**src/sv/modular_exponentiation_barrett_core_assert.svh**
```systemverilog
// Assertion macros for the modular exponentiation core
`ifndef MODULAR_EXPONENTIATION_BARRETT_CORE_ASSERT_SVH
`define MODULAR_EXPONENTIATION_BARRETT_CORE_ASSERT_SVH
// Implication checked on every clock edge outside reset
`define MEB_ASSERT_IMP(label, ante, cons, msg) \
  label: assert property (@(posedge clk) disable iff (!rst_n) (ante) |-> (cons)) \
    else $error(msg);
// Implication with the consequent checked in the next cycle
`define MEB_ASSERT_NXT(label, ante, cons, msg) \
  label: assert property (@(posedge clk) disable iff (!rst_n) (ante) |=> (cons)) \
    else $error(msg);
`endif

```
**src/sv/meb_mul32.sv**
```systemverilog
// ----------------------------------------------------------------------------
// meb_mul32
// Registered 32x32 multiplier shared by every product of the core.
// ----------------------------------------------------------------------------
module meb_mul32 (
  input  logic        clk,
  input  logic [31:0] a,
  input  logic [31:0] b,
  output logic [63:0] p
);
  logic [63:0] p_r;
  // register the product
  always_ff @(posedge clk) begin
    p_r <= 64'(a) * 64'(b);
  end
  assign p = p_r;
endmodule

```
**config.mk**
```make
export PLATFORM = sky130hd
export DESIGN_NAME = meb_mul32
export DESIGN_NICKNAME = d
export VERILOG_FILES = /design/src/sv/modular_exponentiation_barrett_core_assert.svh /design/src/sv/meb_mul32.sv
export SDC_FILE = /design/constraint.sdc
export NUM_CORES = 2
export LEC_CHECK = 0
export ABC_AREA = 1
export BUFFER_PORTS_ARGS = -buffer_cell sky130_fd_sc_hd__buf_2
export CORE_ASPECT_RATIO = 1.75
export CORE_MARGIN = 10
export CORE_UTILIZATION = 25
export DETAILED_ROUTE_END_ITERATION = 10
export PLACE_DENSITY = 0.44
export SETUP_SLACK_MARGIN = 0.1
export SKIP_CTS_REPAIR_TIMING = 1
export SKIP_LAST_GASP = 1
export SLEW_MARGIN = 0
export SYNTH_ARGS = -nofsm -noshare
export SYNTH_HDL_FRONTEND = slang
export SYNTH_SLANG_ARGS = --single-unit
```
**constraint.sdc**
```tcl
create_clock -name clk -period 12 [get_ports clk]
set_input_delay 1.2 -clock clk [delete_from_list [all_inputs] [get_ports clk]]
set_output_delay 1.2 -clock clk [all_outputs]
set_load 0.03 [all_outputs]
```
==> results.yml <==
synthesis:
  synth_cell_type_count: 23
  synth_top_area_cell: "fa_1"
  synth_area_leaders: "fa_1 48%, inv_1 17%, nand2_1 16%"
  ys.warnings.count: 0
  synth_top_area_share_pct: 48.0
  synth_nets: 6247
  syn-cell-area_mm2: 0.0374
  yosysSeqAreaShare_pct: 3.43
  synth_seq_cells: 64
  postSynthAreaPerCell_um2: 7.45
  syn_inst: 5023
setup_path:
  critPathRequiredTime_ps: 12220
  end_kind: "register"
  arrival_ps: 8300
  worst-setup-path-type: "input pin to register"
  critical_path_peak_fanout: 32
  crit_path_start_kind: "input pin"
  worstSetupStartpoint: "b[8]"
  cp-endpoint: "p[32]$_DFF_P_"
min_path:
  worstHoldPathType: "input pin to register"
  hold_depth: 4
floorplanning:
  die_x_um: 312
  rows: 187
  initial_core_util_pct: 25.2
  die_area_mm2: 0.166
  die_height_um: 532
  io_pins: 129
  core-area_mm2: 0.149
place:
  place_hpwl_mm: 106
  port_buffers: 128
  place_inst: 6967
  gp_congestion: 0.890
cts:
  cts_buffers: 9
  cts_buffer_depth: 2
  clk_pin_slew_ps: 70
  htree_levels: 3
  cts_tree: "built"
  cts.sink_count: 64
  cts-root-buf: "clkbuf_16"
grt:
  grt_overflow: 0
  grt_max_degree: 33
  grt_pass1_wl_mm: 200
  grtUsageTotal_pct: 15.7
  grt_pass1_vias: 32700
  antenna_found_initial: 8
drt:
  drt_pre_antenna_iters: 5
  drtIter0Drc: 1554
  drc_errors: 0
  via_per_inst: 4.20
  vias: 29400
  ant_nets: 0
  postRouteWirelength_mm: 129
  wl_per_cell_um: 18.4
flow_run:
  drv_cap: 0
timing:
  slew_headroom_pct: 28.3
  setup_viol: 0
  fmax_mhz: 124
  min_period_ps: 8080
  hold_violations: 0
  worst_pin_slew_ps: 1080
  grt_setup_unrepaired: "no"
  slew_violations: 0
  setup_tns_ps: 0
  post-route-period-util_pct: 67.3
final_layout:
  nNetsFinal: 6218
  largest_reg_flops: 64
  fin_cells: 6986
  drive_above_1_share_pct: 4.60
  n_fill_cell: 16400
  area_growth_pct: 7.79
status:
  outcome: "finished clean"
[routing by layer]
| layer | global-route usage [%] | wire length (µm) |
|---|---|---|
| met1 | 18.3 | 51100 |
| met2 | 30.2 | 70300 |
| met3 | 1.39 | 4140 |
| met4 | 3.79 | 3200 |
| met5 | 0 | 36 |
[worst min-delay path by stage]
stage | end | start | slack [ps]
2_1_floorplan | p[0]$_DFF_P_ | b[0] | 1300
3_3_place_gp | p[11] | p[11]$_DFF_P_ | 1640
3_5_place_dp | p[17] | p[17]$_DFF_P_ | 1640
4_1_cts | p[0]$_DFF_P_ | a[0] | 1420
5_1_grt | p[0]$_DFF_P_ | a[0] | 1460
6_report | p[0]$_DFF_P_ | a[0] | 1450
[critical path: stages]
cell      delay, ps
buf_2           720
nand2_1         180
fa_1            560
fa_1            530
fa_1            520
fa_1            510
inv_1            50
fa_1            590
fa_1            460
fa_1            620
fa_1            490
ha_1            410
nand2_1         140
nor2_1          190
inv_2            90
nor2_4          120
inv_2            70
o21bai_2        150
inv_1            50
nand2_1         160
xor2_1          430
[placed cells by master (no fill, tap or decap), drive strengths merged, types with 16 or more instances in the layout]
master and n:
ha 263, nand2 1581, fa 896, xor2 33, buf 152, nand4 16
nor3 18, dfxtp 64, inv 1735, nand3 65, nor2 101, a21oi 43
[cell type report]
| type | instances | area [µm²] | area share (%) |
|---|---|---|---|
| timing repair buffer | 152 | 821 | 2.04 |
| multi-input combinational | 3032 | 28900 | 71.7 |
| sequential | 64 | 1280 | 3.18 |
| inverter | 1735 | 6510 | 16.2 |
| tap | 1984 | 2480 | 6.16 |
| clock inverter | 3 | 65.1 | 0.161 |
| antenna | 4 | 10.0 | 0.0248 |
| clock buffer | 12 | 256 | 0.636 |
[synthesized netlist by cell type (all sizes together)]
library cell	instances
inv	1735
xnor2	2
nand3	65
nand4	16
xor2	33
fa	896
clkbuf	192
o21ai	2
a21oi	43
o21bai	12
ha	263
nor3	18
nor2	101
dfxtp	64
nand2	1581
[cells by family after synthesis]
| family | count (synthesis) | synth area share (%) |
|---|---|---|
| xor gates and xnor gates | 35 | 0.820 |
| buffers and inverters | 1927 | 19.3 |
| AOI/OAI and AO/OA | 57 | 0.853 |
| and+or+nand+nor | 1781 | 18.8 |
| adders and majority gates | 1159 | 56.8 |
| DFF | 64 | 3.43 |
[stage by stage]
stage | instance area (µm²) | hold slack (ps) | setup slack (ps) | utilization, %
2_1_floorplan | 37400 | 1300 | 4990 | -
3_3_place_gp | 40000 | 1640 | 3460 | 26.9
3_5_place_dp | 40000 | 1640 | 3570 | 26.9
4_1_cts | 40300 | 1420 | 3940 | 27.1
5_1_grt | 40300 | 1460 | 3660 | 27.1
6_report | 40300 | 1450 | 3920 | 27.1
Power is not shown: default switching activity piles up to over one toggle a cycle in this logic, so the estimate is an artifact.
